[src/qmpd_pkg.sv]
// ============================================================================
// qmpd_pkg
// Types, constants and decode helpers for the quadrature motor position drive.
// ============================================================================
`default_nettype none

package qmpd_pkg;

  localparam int POSITION_BITS = 32;
  localparam int DUTY_MAX      = 100;
  localparam int DUTY_BITS     = 7;
  localparam int CFG_IDX_BITS  = 2;
  localparam int CFG_DATA_BITS = 8;

  typedef logic signed [POSITION_BITS-1:0] pos_t;
  typedef logic [DUTY_BITS-1:0]            duty_t;
  typedef logic signed [9:0]               duty_sum_t;

  // commands
  localparam logic [2:0] CMD_SAMPLE = 3'd0;
  localparam logic [2:0] CMD_CW     = 3'd1;
  localparam logic [2:0] CMD_CCW    = 3'd2;
  localparam logic [2:0] CMD_STOP   = 3'd3;
  localparam logic [2:0] CMD_LOAD   = 3'd4;

  // configuration register indexes
  localparam logic [CFG_IDX_BITS-1:0] REG_BOTH_CHANNELS = 2'd0;
  localparam logic [CFG_IDX_BITS-1:0] REG_COUNT_SENSE   = 2'd1;
  localparam logic [CFG_IDX_BITS-1:0] REG_DEFAULT_DUTY  = 2'd2;

  localparam duty_t DEFAULT_DUTY_RESET = duty_t'(50);
  localparam pos_t  STEP_SINGLE        = pos_t'(4);

  function automatic logic step_up(input logic [3:0] code);
    return code inside {4'b1110, 4'b0111, 4'b0001, 4'b1000};
  endfunction

  function automatic logic step_down(input logic [3:0] code);
    return code inside {4'b1101, 4'b0100, 4'b0010, 4'b1011};
  endfunction

endpackage

`default_nettype wire

[src/quadrature_motor_position_drive.sv]
// Registered: an accepted request shows its result from the next cycle.
// Throughput: one request per cycle while no result is held or out_ready is
// high; single-pass decode and duty logic between the state registers set it.
// Reset: synchronous, active high; clears position, last code, drive pins and
// duties, and loads registers with two-channel decode, sense 0, default duty 50.
// ============================================================================
// quadrature_motor_position_drive
// Quadrature encoder decoder with target-seeking motor drive and duty choice.
// ============================================================================
`default_nettype none

module quadrature_motor_position_drive (
  input  wire                                 clk,
  input  wire                                 rst,
  input  wire                                 in_valid,
  output logic                                in_ready,
  input  wire  [2:0]                          cmd,
  input  wire                                 enc_a,
  input  wire                                 enc_b,
  input  wire  signed [31:0]                  target,
  input  wire  signed [7:0]                   duty_request,
  input  wire                                 relative,
  output logic                                out_valid,
  input  wire                                 out_ready,
  output logic signed [31:0]                  position,
  output logic                                drive_cw,
  output logic                                drive_ccw,
  output logic [6:0]                          duty_out,
  output logic [6:0]                          duty_setting,
  input  wire                                 cfg_valid,
  output logic                                cfg_ready,
  input  wire  [qmpd_pkg::CFG_IDX_BITS-1:0]   cfg_index,
  input  wire  [qmpd_pkg::CFG_DATA_BITS-1:0]  cfg_data
);
  import qmpd_pkg::*;

  logic  both_channels;
  logic  count_sense;
  duty_t default_duty;

  logic [1:0] last_code;
  pos_t       position_count;
  logic       dir_cw;
  logic       dir_ccw;
  duty_t      applied_duty;
  duty_t      chosen_duty;

  logic       in_accept;
  logic [3:0] sum_code;
  logic       up;
  logic       down;
  logic       fwd;
  logic       rev;
  pos_t       pos_decoded;
  pos_t       target_pos;
  duty_sum_t  d_sum;
  duty_t      d_pick;
  logic       go;

  logic [1:0] last_code_next;
  pos_t       position_count_next;
  logic       dir_cw_next;
  logic       dir_ccw_next;
  duty_t      applied_duty_next;
  duty_t      chosen_duty_next;

  assign in_ready  = !out_valid || out_ready;
  assign in_accept = in_valid && in_ready;
  assign cfg_ready = 1'b1;

  assign sum_code   = {last_code, enc_a, enc_b};
  assign up         = step_up(sum_code);
  assign down       = step_down(sum_code);
  assign fwd        = dir_cw && !dir_ccw;
  assign rev        = !dir_cw && dir_ccw;
  assign target_pos = pos_t'(target);

  always_comb begin
    pos_decoded = position_count;
    if (both_channels) begin
      if (down) pos_decoded = position_count - pos_t'(1);
      else if (up) pos_decoded = position_count + pos_t'(1);
    end else if (up) begin
      if ((fwd && count_sense) || (rev && !count_sense)) begin
        pos_decoded = position_count + STEP_SINGLE;
      end else if (fwd || rev) begin
        pos_decoded = position_count - STEP_SINGLE;
      end
    end
  end

  always_comb begin
    d_sum = duty_sum_t'(duty_request);
    if (relative) d_sum = d_sum + duty_sum_t'({1'b0, default_duty});
    if (d_sum == '0) d_sum = duty_sum_t'({1'b0, default_duty});
    if (d_sum < 0) d_pick = '0;
    else if (d_sum > duty_sum_t'(DUTY_MAX)) d_pick = duty_t'(DUTY_MAX);
    else d_pick = duty_t'(d_sum);
  end

  assign go = (target > 0 && pos_decoded < target) || (target < 0 && pos_decoded > target);

  always_comb begin
    last_code_next      = {enc_a, enc_b};
    position_count_next = pos_decoded;
    dir_cw_next         = dir_cw;
    dir_ccw_next        = dir_ccw;
    applied_duty_next   = applied_duty;
    chosen_duty_next    = chosen_duty;
    case (cmd)
      CMD_CW, CMD_CCW: begin
        if (go) begin
          dir_cw_next       = (cmd == CMD_CW);
          dir_ccw_next      = (cmd == CMD_CCW);
          chosen_duty_next  = d_pick;
          if (chosen_duty == '0) applied_duty_next = d_pick;
        end else begin
          dir_cw_next       = 1'b0;
          dir_ccw_next      = 1'b0;
          applied_duty_next = '0;
          chosen_duty_next  = '0;
        end
      end
      CMD_STOP: begin
        dir_cw_next       = 1'b0;
        dir_ccw_next      = 1'b0;
        applied_duty_next = '0;
        chosen_duty_next  = '0;
      end
      CMD_LOAD: begin
        position_count_next = target_pos;
      end
      default: begin
      end
    endcase
  end

  always_ff @(posedge clk) begin
    if (rst) begin
      both_channels <= 1'b1;
      count_sense   <= 1'b0;
      default_duty  <= DEFAULT_DUTY_RESET;
    end else if (cfg_valid && cfg_ready) begin
      case (cfg_index)
        REG_BOTH_CHANNELS: both_channels <= cfg_data[0];
        REG_COUNT_SENSE:   count_sense   <= cfg_data[0];
        REG_DEFAULT_DUTY:  default_duty  <= cfg_data[DUTY_BITS-1:0];
        default: begin
        end
      endcase
    end
  end

  always_ff @(posedge clk) begin
    if (rst) begin
      out_valid      <= 1'b0;
      last_code      <= '0;
      position_count <= '0;
      dir_cw         <= 1'b0;
      dir_ccw        <= 1'b0;
      applied_duty   <= '0;
      chosen_duty    <= '0;
    end else begin
      if (in_accept) begin
        out_valid      <= 1'b1;
        last_code      <= last_code_next;
        position_count <= position_count_next;
        dir_cw         <= dir_cw_next;
        dir_ccw        <= dir_ccw_next;
        applied_duty   <= applied_duty_next;
        chosen_duty    <= chosen_duty_next;
      end else if (out_ready) begin
        out_valid <= 1'b0;
      end
    end
  end

  assign position     = 32'(position_count);
  assign drive_cw     = dir_cw;
  assign drive_ccw    = dir_ccw;
  assign duty_out     = applied_duty;
  assign duty_setting = chosen_duty;

`ifndef SYNTHESIS
  a_pins_exclusive: assert property (@(posedge clk) disable iff (rst)
    !(drive_cw && drive_ccw)) else $error("both drive pins high");

  a_stop_clears: assert property (@(posedge clk) disable iff (rst)
    in_accept && cmd == CMD_STOP |=> !drive_cw && !drive_ccw && duty_setting == '0
      && duty_out == '0) else $error("stop left drive active");

  a_load_position: assert property (@(posedge clk) disable iff (rst)
    in_accept && cmd == CMD_LOAD |=> position == $past(target))
    else $error("load did not set position");

  a_hold_state: assert property (@(posedge clk) disable iff (rst)
    !in_accept |=> $stable(position) && $stable(duty_setting) && $stable(duty_out))
    else $error("state moved without a request");

  a_result_follows: assert property (@(posedge clk) disable iff (rst)
    in_accept |=> out_valid) else $error("accepted request gave no result");
`endif

endmodule

`default_nettype wire
[config.mk]
export PLATFORM = sky130hd
export DESIGN_NAME = quadrature_motor_position_drive
export DESIGN_NICKNAME = d
export VERILOG_FILES = /design/src/qmpd_pkg.sv /design/src/quadrature_motor_position_drive.sv
export SDC_FILE = /design/constraint.sdc
export NUM_CORES = 1
export LEC_CHECK = 0
export BUFFER_PORTS_ARGS = -buffer_cell sky130_fd_sc_hd__buf_2
export CORE_AREA = 2 2 144 104
export CTS_CLUSTER_SIZE = 16
export DETAILED_ROUTE_END_ITERATION = 12
export DIE_AREA = 0 0 146 106
export PLACE_DENSITY = 0.66
export SLEW_MARGIN = 20
export SYNTH_ARGS = -nofsm -noshare
export SYNTH_HDL_FRONTEND = slang
export SYNTH_SLANG_ARGS = --single-unit
[constraint.sdc]
create_clock -name clk -period 5.8 [get_ports clk]
set_clock_uncertainty 0.1 [all_clocks]
set_input_delay 0.29 -clock clk [delete_from_list [all_inputs] [get_ports clk]]
set_output_delay 0.29 -clock clk [all_outputs]
set_load 0.02 [all_outputs]
# Word-level counts from Yosys, hierarchy flattened
# Index checks and enable logic that the tools add are counted.
# Widths: inputs -> output; s select.
# totals
reg_bits	60
# op_classes
add_sub_neg	5
magnitude_cmp	6
n_eq_ne	15
mux	22
n_reduce_logical	28
# ops
operator	n
$mux 32	7
$mux 7	5
$add 32x2->32 const B	1
$add 32x4->32 const B	1
$gt 32x1->1 const B	1
$gt 32x32->1	1
$lt 32x1->1 const B	1
$lt 32x32->1	1
$sub 32x2->32 const B	1
$sub 32x4->32 const B	1
$pmux 7 s2	2
$mux 10	2
$eq 4x4->1 const B	4
$gt 10x8->1 const B	1
$logic_not 10->1	1
$lt 10x1->1 const B	1
$add 8x8->9	1
$eq 4x3->1 const B	2
$reduce_and 2->1	4
$reduce_bool 4->1	2
$logic_and 1x1->1	7
$logic_not 7->1	1
$eq 3x2->1 const B	2
$eq 4x1->1 const B	1
14 further kinds	25

# Logic depth before layout (Yosys ltp)
# Gate-level depths: netlist (run 1).
# logic_depth
depth_word	12
ltp_mapped	22
mapped_depth_nobuf	19

# Worst setup path after synthesis (run 1)
# Ideal clock, no wire load.
# synth_timing
path_type	reg-to-reg
start	reg position_count[2] (netlist: position[2])
end	reg applied_duty[5] (netlist: duty_out[5])
t_arrival_ns	4.655
required_ns	5.583
slack_ns	0.929
stages_incl_launch_ff	20
synth_period_minus_slack_ns	4.871
cell_sequence	dfxtp_1 -> clkbuf_1 -> inv_1 -> ha_1 -> or3b_2 -> nor4_2 -> a22oi_1 -> o22ai_1 -> o21ai_0 -> xor2_1 -> inv_1 -> ha_1 -> nand4_1 -> a2111oi_0 -> o31a_1 -> nor3_1 -> a2111oi_0 -> or3_1 -> clkbuf_1 -> a22o_1
# synth_between
elab_chain_cells	10
word_cells_on_any_way	19
classes_between	add/sub (4); order compare (2); eq/ne (1); mux (8); reduce/logical (4)
# synth_rtl
item	line_no	rtl
start: declaration	quadrature_motor_position_drive.sv:42	pos_t position_count;
start signal: assignment	quadrature_motor_position_drive.sv:167	position_count <= position_count_next;
$sub 32x4->32	quadrature_motor_position_drive.sv:87	pos_decoded = position_count - STEP_SINGLE;
$mux 32	quadrature_motor_position_drive.sv:86	end else if (fwd || rev) begin
$mux 32	quadrature_motor_position_drive.sv:84	if ((fwd && count_sense) || (rev && !count_sense)) begin
$mux 32	quadrature_motor_position_drive.sv:83	end else if (up) begin
$mux 32 (*)	quadrature_motor_position_drive.sv:80	if (both_channels) begin
$lt 32x32->1 / $gt 32x32->1 (equally long branches)	quadrature_motor_position_drive.sv:101	assign go = (target > 0 && pos_decoded < target) || (target < 0 && pos_decoded > target);
$logic_and 1x1->1	quadrature_motor_position_drive.sv:101	
$logic_or 1x1->1 (*)	quadrature_motor_position_drive.sv:101	
$ne 3x3->1 (no line) / $mux 7 (equally long branches)	-	
$reduce_and 3->1 (no line) / $pmux 7 s2 (equally long branches)	-	
end signal: assignment	quadrature_motor_position_drive.sv:170	applied_duty <= applied_duty_next;
end: declaration	quadrature_motor_position_drive.sv:45	duty_t applied_duty;
# Every way passes the cells marked *; elsewhere a longest branch is shown, timed or not.
# A chain may end at the register's enable or synchronous reset.

# Final worst setup path (run 1)
# layout_timing
start	reg position_count[2] (netlist: position[2])
end	reg applied_duty[4] (netlist: duty_out[4])
# The elaborated chain is that of the path after synthesis.

==> results of run 1 <==
layer usage:
metal | part of all wire (%) | routed length, um
met3 | 14 | 3290
met4 | 1.3 | 306
met1 | 46 | 11100
met5 | 0 | 0
met2 | 39 | 9580
flip-flops by register name, indices dropped and copies added (netlist names):
| name | flops |
|---|---|
| both_channels | 1 |
| count_sense | 1 |
| default_duty | 7 |
| drive_ccw | 1 |
| drive_cw | 1 |
| duty_out | 7 |
| duty_setting | 7 |
| last_code | 2 |
| out_valid | 1 |
| position | 32 |
worst min path at each step:
stage	startpoint	endpoint	slack (ns)
after floorplan	cfg_data[1]	default_duty[1]	0.32
after global placement	duty_out[3]	duty_out[3]	0.35
after detailed placement	duty_out[3]	duty_out[3]	0.35
after CTS	cfg_data[1]	default_duty[1]	0.07
after global routing	cfg_data[4]	default_duty[4]	0.09
final	cfg_data[1]	default_duty[1]	0.07
repair_timing:
action                                 4_1_cts  5_1_grt
endpoints found under the hold margin        0        0
hold buffers                                 0        0
gates resized for setup                      0        1
setup endpoints to repair                    0        2
critical path, cell delays in order, from the launching register on:
cell and delay, ns:
dfxtp_1 0.43, inv_1 0.20, ha_1 0.22, or3b_2 0.52
nor4_2 0.38, buf_4 0.22, a32oi_1 0.09, nand2_1 0.08
o211ai_1 0.26, xnor2_1 0.22, ha_1 0.33, nand4_1 0.21
a2111oi_0 0.68, o31a_1 0.21, nor3_1 0.09, a2111o_1 0.43
a21oi_1 0.48, a32o_1 0.25
report_power, final:
group / internal (uW) / total (uW) / switching [uW]
clock network: 355 / 560 / 205
registers: 434 / 483 / 49.4
logic: 208 / 572 / 364
metrics by stage:
stage	worst slack [ns]	area (sq um)	util, %
2_1_floorplan	0.929	6260	-
3_3_place_gp	0.571	6980	49.0
3_5_place_dp	0.498	6980	49.0
4_1_cts	0.504	7280	51.1
5_1_grt	0.0506	7290	51.1
6_report	0.305	7290	51.1
layout make-up:
type | instances | area (sq um) | area share (%)
multi-input combinational | 716 | 4630 | 63.5
sequential | 60 | 1200 | 16.5
timing repair buffer | 131 | 711 | 9.75
clock buffer | 12 | 256 | 3.52
tap | 195 | 244 | 3.35
inverter | 53 | 199 | 2.73
clock inverter | 4 | 47.5 | 0.652
cells in the mapped netlist (all sizes together) (17+ instances only):
master	count
nand2	89
a31oi	17
ha	46
nand3	37
nor3	35
nor2	69
a21oi	69
xor2	20
nor4	38
dfxtp	60
clkbuf	45
nand4	21
o21ai	49
xnor2	19
inv	53
cells by family (layout without fill, tap and decap cells):
kind of cell               Yosys count  count (layout)  share of synthesized area, %
AOI/OAI and AO/OA                  248             248                          26.3
adders and majority gates           47              47                          9.52
DFF                                 60              60                          19.2
buffers and inverters              111             200                          6.86
and+or+nand+nor                    364             364                          29.8
other                                1               1                        0.0599
muxes                               17              17                          2.78
xor gates and xnor gates            39              39                          5.46
==> out/results.ini, run 1 <==
[synth]
ys_seq_elements=60
synthesis.nets=995
synth_area_leaders=dfxtp_1 19%, ha_1 9.2%, a21oi_1 5.4%
synthArstFlopShare_pct=0
synth-seq-area-share_pct=19.2
syn_area_sq_mm=0.00626
ys_warn_count=0
synth_flop_cell=dfxtp_1
synth_top_area_cell=dfxtp_1
ys_types=80
synth-edff-count=0
synth_top_cell_area_share_pct=19.2
synthCells=887
syn_area_per_cell_sq_um=7.05

[global_routing]
gr-usage-met3_pct=9.31
grt_pass1_wl_mm=37.7
first_global_vias=6559
grt_usage_pct=30.7
grt_overflow=0
antenna_found_initial=0
met1_usage_pct=47.3
grt_busiest_layer=met1
grt_max_degree=44
met2_usage_pct=41.5

[drt]
ant_nets=0
drtIter0Drc=908
wl_per_cell_um=20.7
vias=7330
drc=0
routed_via_density=6.26
drt-total-wl_mm=24.3
first_pass_iters=5

[clock_network]
clk_latency_ns=0.34
cts.path.max_buffers=2
clock_sinks=60
clkTransAtPathRegs_ns=0.06
postCtsSetupRepairBufs=0
cts_tree=built
cts_buffers=9
htree_levels=3
root_buffer=clkbuf_16

[worst_setup_path]
r2r-start=position[2]
regToRegEndpoint=duty_out[4]
crit_start=position[2]
crit_required_ns=5.98
rrSetupSlack_ns=0.31
critPathKind=flop to flop
rr_worst_depth=17
end_kind=flop
worst_setup_path_start_kind=flop
path_max_fanout=10
crit_path_end=duty_out[4]
arrival_ns=5.67

[worst_hold_path]
whs_path_depth=3
hold_class=primary input to flop

[die]
die_area_sq_mm=0.0155
top_level_ports=112
core_area_sq_mm=0.0143
start_util_pct=43.9
num_rows=37
die_w_um=146
chipHeight_um=106

[power]
leakage_uw=0.00318
vdd_drop_max_mv=0.163
power.density_mw_per_mm2=222
total_power_uw=1610

[timing]
tns_ns=0
max_slew.worst_pin.slew_ns=1.01
max_slew_margin_pct=32.5
fmax_mhz=182
period_minus_slack_ns=5.49
fin_worst_hold_slack_ns=0.0713
slew_viol_final=0
period_share_pct=94.7
hold_viol=0
setup-violations-final=0
rsz0062_at_grt=false

[placed_design]
dpl.hpwl_mm=18.4
dp.cells=1155
place.gp.congestion=0.978
io_buffer_count=109

[cells_and_area]
final_layout_size_suffix_gt1_share_pct=17.2
nets=1079
antenna_cells=0
syn_to_final_growth_pct=16.5
nFillCells=1473
final_common_cell=buf_2
most-common-layout-cells=109 x buf_2, 89 x nand2_1, 69 x nor2_1, 68 x a21oi_1, 60 x dfxtp_1
stdcell_count=1171

[run_status]
status=finished, final reports clean

[flow_run]
maxCapViolations=0

(Power assumes the default switching activity.)
==> run 2: changes to the inputs <==
PLACE_DENSITY = 0.68   (was 0.66)
SETUP_SLACK_MARGIN = 0.2   (was default)
clock period = 4.7 ns   (was 5.8 ns; I/O delays follow)
==> run 2 against run 1 <==
- final cell count increased by 9.0%
- non-clock buffer count increased by 105
- final area increased by 19%
- combinational power increased by 67%
- count of clock-buffer cells in the layout decreased by 1
- hold slack got worse by 0.059 ns
- first-iteration DRC count increased by 32%
- critical path type unchanged
==> out/results.ini, run 2 (synthesized netlist as in run 1, its figures left out) <==
[global_routing]
first_global_vias=7154  ; +9.1%
grt_max_degree=40  ; -9.1%
antenna_found_initial=0  ; unchanged
grt_overflow=0  ; unchanged
grt_usage_pct=33.5  ; +2.8 points
grt_pass1_wl_mm=40.3  ; +7.0%

[flow_run]
maxCapViolations=0  ; unchanged

[drt]
drtIter0Drc=1203  ; +32%
drt-total-wl_mm=27.2  ; +12%
drc=0  ; unchanged
wl_per_cell_um=21.3  ; +2.9%
first_pass_iters=8  ; +3
routed_via_density=6.32  ; +0.96%
ant_nets=0  ; unchanged
vias=8064  ; +10%

[worst_setup_path]
slowest_delay_ns=0.55  ; -0.13 ns
path_cells=buf_4 -> inv_1 -> ha_1 -> nor2b_2 -> nor4_4 -> buf_4 -> buf_4 -> nand2_1 -> nand2_1 -> o21ai_0 -> xnor2_1 -> ha_1 -> nand2_1 -> o21ai_0 -> a22oi_1 -> a31oi_2 -> nor3_4 -> a2111o_1 -> a21oi_4 -> a32o_1
arrival_ns=4.87  ; -0.80 ns
path_max_fanout=6  ; -4
crit_required_ns=4.89  ; -1.09 ns
crit_path_top_delay_cell=o21ai_0
path_buf_inv=4  ; +2
cp_top_family=compound AO/OA/AOI/OAI gates
critPathKind=flop to flop
worst_setup_path_start_kind=flop
end_kind=flop

[die]
die_area_sq_mm=0.0155  ; unchanged
core_area_sq_mm=0.0143  ; unchanged
chipHeight_um=106  ; unchanged
top_level_ports=112  ; unchanged
die_w_um=146  ; unchanged
start_util_pct=43.9  ; unchanged
num_rows=37  ; unchanged

[placed_design]
io_buffer_count=109  ; unchanged
dpl.hpwl_mm=20.2  ; +9.9%
dp_slack_ns=-0.197  ; -0.695 ns
dp.cells=1242  ; +7.5%
place.gp.congestion=1.05  ; +7.4%

[cells_and_area]
final_common_cell=buf_4
antenna_cells=0  ; unchanged
stdcell_count=1276  ; +9.0%
final_layout_size_suffix_gt1_share_pct=33.7  ; +16 points
largest_reg_flops=32  ; unchanged
syn_to_final_growth_pct=38.3
nets=1184  ; +9.7%
most-common-layout-cells=123 x buf_4, 109 x buf_2, 88 x nand2_1, 65 x nor2_1, 63 x a21oi_1

[timing]
hold_viol=0  ; unchanged
period_minus_slack_ns=4.68  ; -0.813 ns
fin_worst_hold_slack_ns=0.0123  ; -0.0590 ns
fmax_mhz=214  ; +17%
rsz0062_at_grt=true
setup-violations-final=0  ; unchanged
tns_ns=0  ; unchanged
max_slew.worst_pin.slew_ns=1.20  ; +0.185 ns
setup_slack_ns=0.0179  ; -0.287 ns
period_share_pct=99.6  ; +4.9 points
slew_viol_final=0  ; unchanged
max_slew_margin_pct=20.3  ; -12 points

[power]
vdd_drop_max_mv=0.177  ; +8.6%
power.density_mw_per_mm2=251  ; +13%
leakage_uw=0.00380  ; +19%

[clock_network]
clock_sinks=60  ; unchanged
htree_levels=3  ; unchanged
clk_latency_ns=0.35  ; about the same
root_buffer=clkbuf_16
cts_tree=built
cts.path.max_buffers=2  ; unchanged
cts_buffers=9  ; unchanged
clkTransAtPathRegs_ns=0.06  ; about the same

[worst_hold_path]
hold_class=primary input to flop

[run_status]
status=finished, final reports clean

==> run 2: changes by cell type in the layout (fill, tap and decap cells not counted), sizes merged <==
cell / before / now
dlygate4sd3: 0 / 2
clkinvlp: 1 / 2
buf: 131 / 234
clkinv: 2 / 3
clkbuf: 12 / 11
bufinv: 1 / 0
==> run 2: report_power, final <==
| part | switching [uW] | leakage (uW) | internal, uW |
|---|---|---|---|
| clock network | 265 | 0.000132 | 372 |
| registers | 41.3 | 0.000494 | 536 |
| logic | 565 | 0.00317 | 389 |
| total | 872 | 0.00380 | 1300 |
==> run 2: through the flow <==
stage / power, uW / utilization (%) / area (sq um)
floorplan: 1060 / - / 6300
detailed placement: 1390 / 53.8 / 7670
global placement: 1390 / 53.8 / 7670
CTS: 2070 / 57.5 / 8210
global route: 2270 / 60.7 / 8650
finish: 2170 / 60.7 / 8650
==> run 2: repair_timing <==
item / CTS / global route
cloned: 0 / 0
pin swaps: 14 / 38
hold endpoints to repair: 2 / 0
hold buffers: 2 / 0
buffers inserted: 7 / 9
setup endpoints to repair: 16 / 16
resized for setup: 43 / 77
==> run 2: final cells by class <==
| type | count | area (sq um) |
|---|---|---|
| Timing Repair Buffer | 236 | 1510 |
| Sequential cell | 60 | 1220 |
| Clock inverter | 5 | 37.5 |
| Fill cell | 1308 | 5600 |
| Clock buffer | 11 | 243 |
| Tap cell | 195 | 244 |
| Multi-Input combinational cell | 716 | 5200 |
| Inverter | 53 | 201 |
==> run 2: path summary, 6_finish.rpt <==
check	from	end	slack, ns	depth (start not counted)
worst max-delay path	position[1]	duty_out[0]	0.02	20
worst min-delay path	cfg_data[2]	default_duty[2]	0.01	3
worst max register to register	position[1]	duty_out[0]	0.02	20
worst min register to register	duty_out[3]	duty_out[3]	0.36	1
==> run 2: worst register-to-register path, cell delays in order (launching register included) <==
cell and delay (ns):
dfxtp_2 0.41, buf_4 0.17, inv_1 0.05, ha_1 0.24, nor2b_2 0.22, nor4_4 0.07, buf_4 0.15, buf_4 0.13
nand2_1 0.05, nand2_1 0.05, o21ai_0 0.44, xnor2_1 0.17, ha_1 0.30, nand2_1 0.08, o21ai_0 0.55, a22oi_1 0.18
a31oi_2 0.26, nor3_4 0.10, a2111o_1 0.46, a21oi_4 0.25, a32o_1 0.19
==> run 2: layer usage <==
metal,track usage (%),routed length [um],vias up
met2,44.9,10200,598
met1,49.9,11800,3692
met4,8.53,789,0
met5,0,0,-
li1,-,-,3680
met3,11.9,4400,94
==> run 3: changes to the inputs <==
CTS_BUF_LIST = sky130_fd_sc_hd__clkbuf_16   (was default)
==> run 3 against run 2 <==
- wire length increased by 0.39%
- sequential power hardly changed
- sequential share of layout area barely moved
- total power down 0.50%
- hold slack gained 0.0020 ns
- non-clock buffer count rose by 3
- fmax is 0.76% higher
- via count rose by 0.26%
- setup slack better by 0.035 ns
- register-to-register slack improved by 0.04 ns
- final area grew 0.59%
==> out/results.ini, run 3 (synthesized netlist as in run 1, its figures left out) <==
[run_status]
status=finished, final reports clean

[timing]
slew_viol_final=0  ; unchanged
period_minus_slack_ns=4.65  ; -0.0354 ns
period_share_pct=98.9  ; -0.75 points
fmax_mhz=215  ; +0.76%
max_slew.worst_pin.slew_ns=1.17  ; -0.0265 ns
max_slew_margin_pct=21.9  ; +1.6 points
hold_viol=0  ; unchanged
setup_slack_ns=0.0533  ; +0.0354 ns
rsz0062_at_grt=true
setup-violations-final=0  ; unchanged

[cells_and_area]
final_layout_size_suffix_gt1_share_pct=34.2  ; +0.55 points
multi_input_area_sq_mm=0.00522  ; +0.43%
syn_to_final_growth_pct=39.2
final_area_sq_mm=0.00871  ; +0.59%
most-common-layout-cells=124 x buf_4, 109 x buf_2, 88 x nand2_1, 65 x nor2_1, 62 x a21oi_1
nFillCells=1307  ; -0.076%
nets=1187  ; +0.25%
final_common_cell=buf_4
largest_reg_flops=32  ; unchanged
final_core_util_pct=61.1  ; +0.36 points
register_area_sq_mm=0.00122  ; +0.31%

[power]
combPwrFrac_pct=44.5  ; +0.5 points
p_int_uw=1280  ; -1.0%
switching_share_pct=40.5  ; +0.33 points
clkPwrFrac_pct=28.6  ; -0.8 points
vdd_drop_max_mv=0.176  ; -0.74%
p_seq_share_pct=26.8  ; +0.2 points
power.switching_uw=874  ; +0.32%
power.density_mw_per_mm2=248  ; -1.1%
leakage_uw=0.00382  ; +0.49%

[clock_network]
cts_buffers=9  ; unchanged
root_buffer=clkbuf_16
htree_levels=3  ; unchanged
clk_latency_ns=0.35  ; about the same
clock_sinks=60  ; unchanged
cts.path.max_buffers=2  ; unchanged
clkTransAtPathRegs_ns=0.06  ; about the same
cts_tree=built

[die]
die_area_sq_mm=0.0155  ; unchanged
top_level_ports=112  ; unchanged
die_w_um=146  ; unchanged
num_rows=37  ; unchanged
start_util_pct=43.9  ; unchanged
chipHeight_um=106  ; unchanged
core_area_sq_mm=0.0143  ; unchanged

[drt]
vias=8085  ; +0.26%
drc=0  ; unchanged
drt-total-wl_mm=27.3  ; +0.39%
ant_nets=0  ; unchanged
routed_via_density=6.32  ; about the same
wl_per_cell_um=21.3  ; about the same
first_pass_iters=9  ; +1
drtIter0Drc=1327  ; +10%

[worst_hold_path]
min_from=cfg_data[2]
hold_class=primary input to flop

[placed_design]
placed_cell_area_sq_mm=0.00767  ; unchanged
dp_slack_ns=-0.197  ; unchanged
io_buffer_count=109  ; unchanged
place.gp.congestion=1.05  ; unchanged
dpl.hpwl_mm=20.2  ; unchanged

[flow_run]
maxCapViolations=0  ; unchanged

[global_routing]
grt_pass1_wl_mm=40.3  ; about the same
antenna_found_initial=0  ; unchanged
grt_overflow=0  ; unchanged
grt_max_degree=40  ; unchanged
grt_usage_pct=33.5  ; about the same
first_global_vias=7140  ; -0.20%

[worst_setup_path]
critPathKind=flop to flop
worst_setup_path_start_kind=flop
r2r-start=position[18]
crit_required_ns=4.89  ; about the same
crit_start=position[18]
end_kind=flop
path_max_fanout=6  ; unchanged
arrival_ns=4.84  ; -0.03 ns

[run 3: metal layers]
metal / GRT usage, % / vias up / routed length [um]
li1: - / 3712 / -
met1: 50.2 / 3711 / 11800
met2: 44.9 / 593 / 10500
met3: 11.5 / 69 / 4350
met4: 8.46 / 0 / 638
met5: 0 / - / 0
[run 3: power by group through the flow]
| stage | Combinational (uW) | Sequential, uW | Clock [uW] |
|---|---|---|---|
| 2_1_floorplan | 464 | 598 | 0 |
| 3_3_place_gp | 810 | 582 | 0 |
| 3_5_place_dp | 812 | 582 | 0 |
| 4_1_cts | 844 | 572 | 633 |
| 5_1_grt | 1030 | 580 | 649 |
| 6_report | 961 | 579 | 618 |
[run 3: metrics by stage]
step                total power (uW)  std cells  hold WS [ns]  TNS, ns
floorplan                       1060        887         0.260        0
global placement                1390       1242         0.347   -0.559
detailed placement              1390       1242         0.355    -1.36
CTS                             2050       1267       0.00552        0
global route                    2250       1279        0.0271   -0.177
finish                          2160       1280        0.0143        0
[run 3: layout make-up]
type	instances	share of cell area [%]
clock inverters	7	0.517
flip-flops and latches	60	14.1
inverters	53	2.34
well taps	195	2.80
clock buffers	9	2.59
multi-input cells	716	59.9
diodes	1	0.0287
repair buffers	239	17.7
[run 3: final timing paths]
path | depth (start not counted) | endpoint | slack, ns
min reg2reg | 1 | duty_out[3] | 0.37
min | 3 | default_duty[2] | 0.01
max reg2reg | 15 | duty_out[0] | 0.05
max | 15 | duty_out[0] | 0.05
[run 3: what timing repair did]
item                                    4_1_cts  5_1_grt
gates cloned                                  0        0
hold buffers                                  2        0
setup buffers                                 7       12
endpoints found under the hold margin         2        0
endpoints found under the setup margin       16       16
resized for setup                            43       87
pin swaps                                    14       40
[run 3: critical path, stage by stage, from the launching register on]
cell	delay, ns
dfxtp_2	0.34
or4_4	0.52
or4_4	0.59
nor4bb_2	0.34
o21bai_1	0.12
o21ai_2	0.13
xnor2_2	0.11
ha_1	0.30
nand4_1	0.27
nor3_2	0.35
a22oi_1	0.15
a31oi_2	0.26
nor3_4	0.10
a2111o_1	0.45
a21oi_4	0.24
a32o_1	0.19
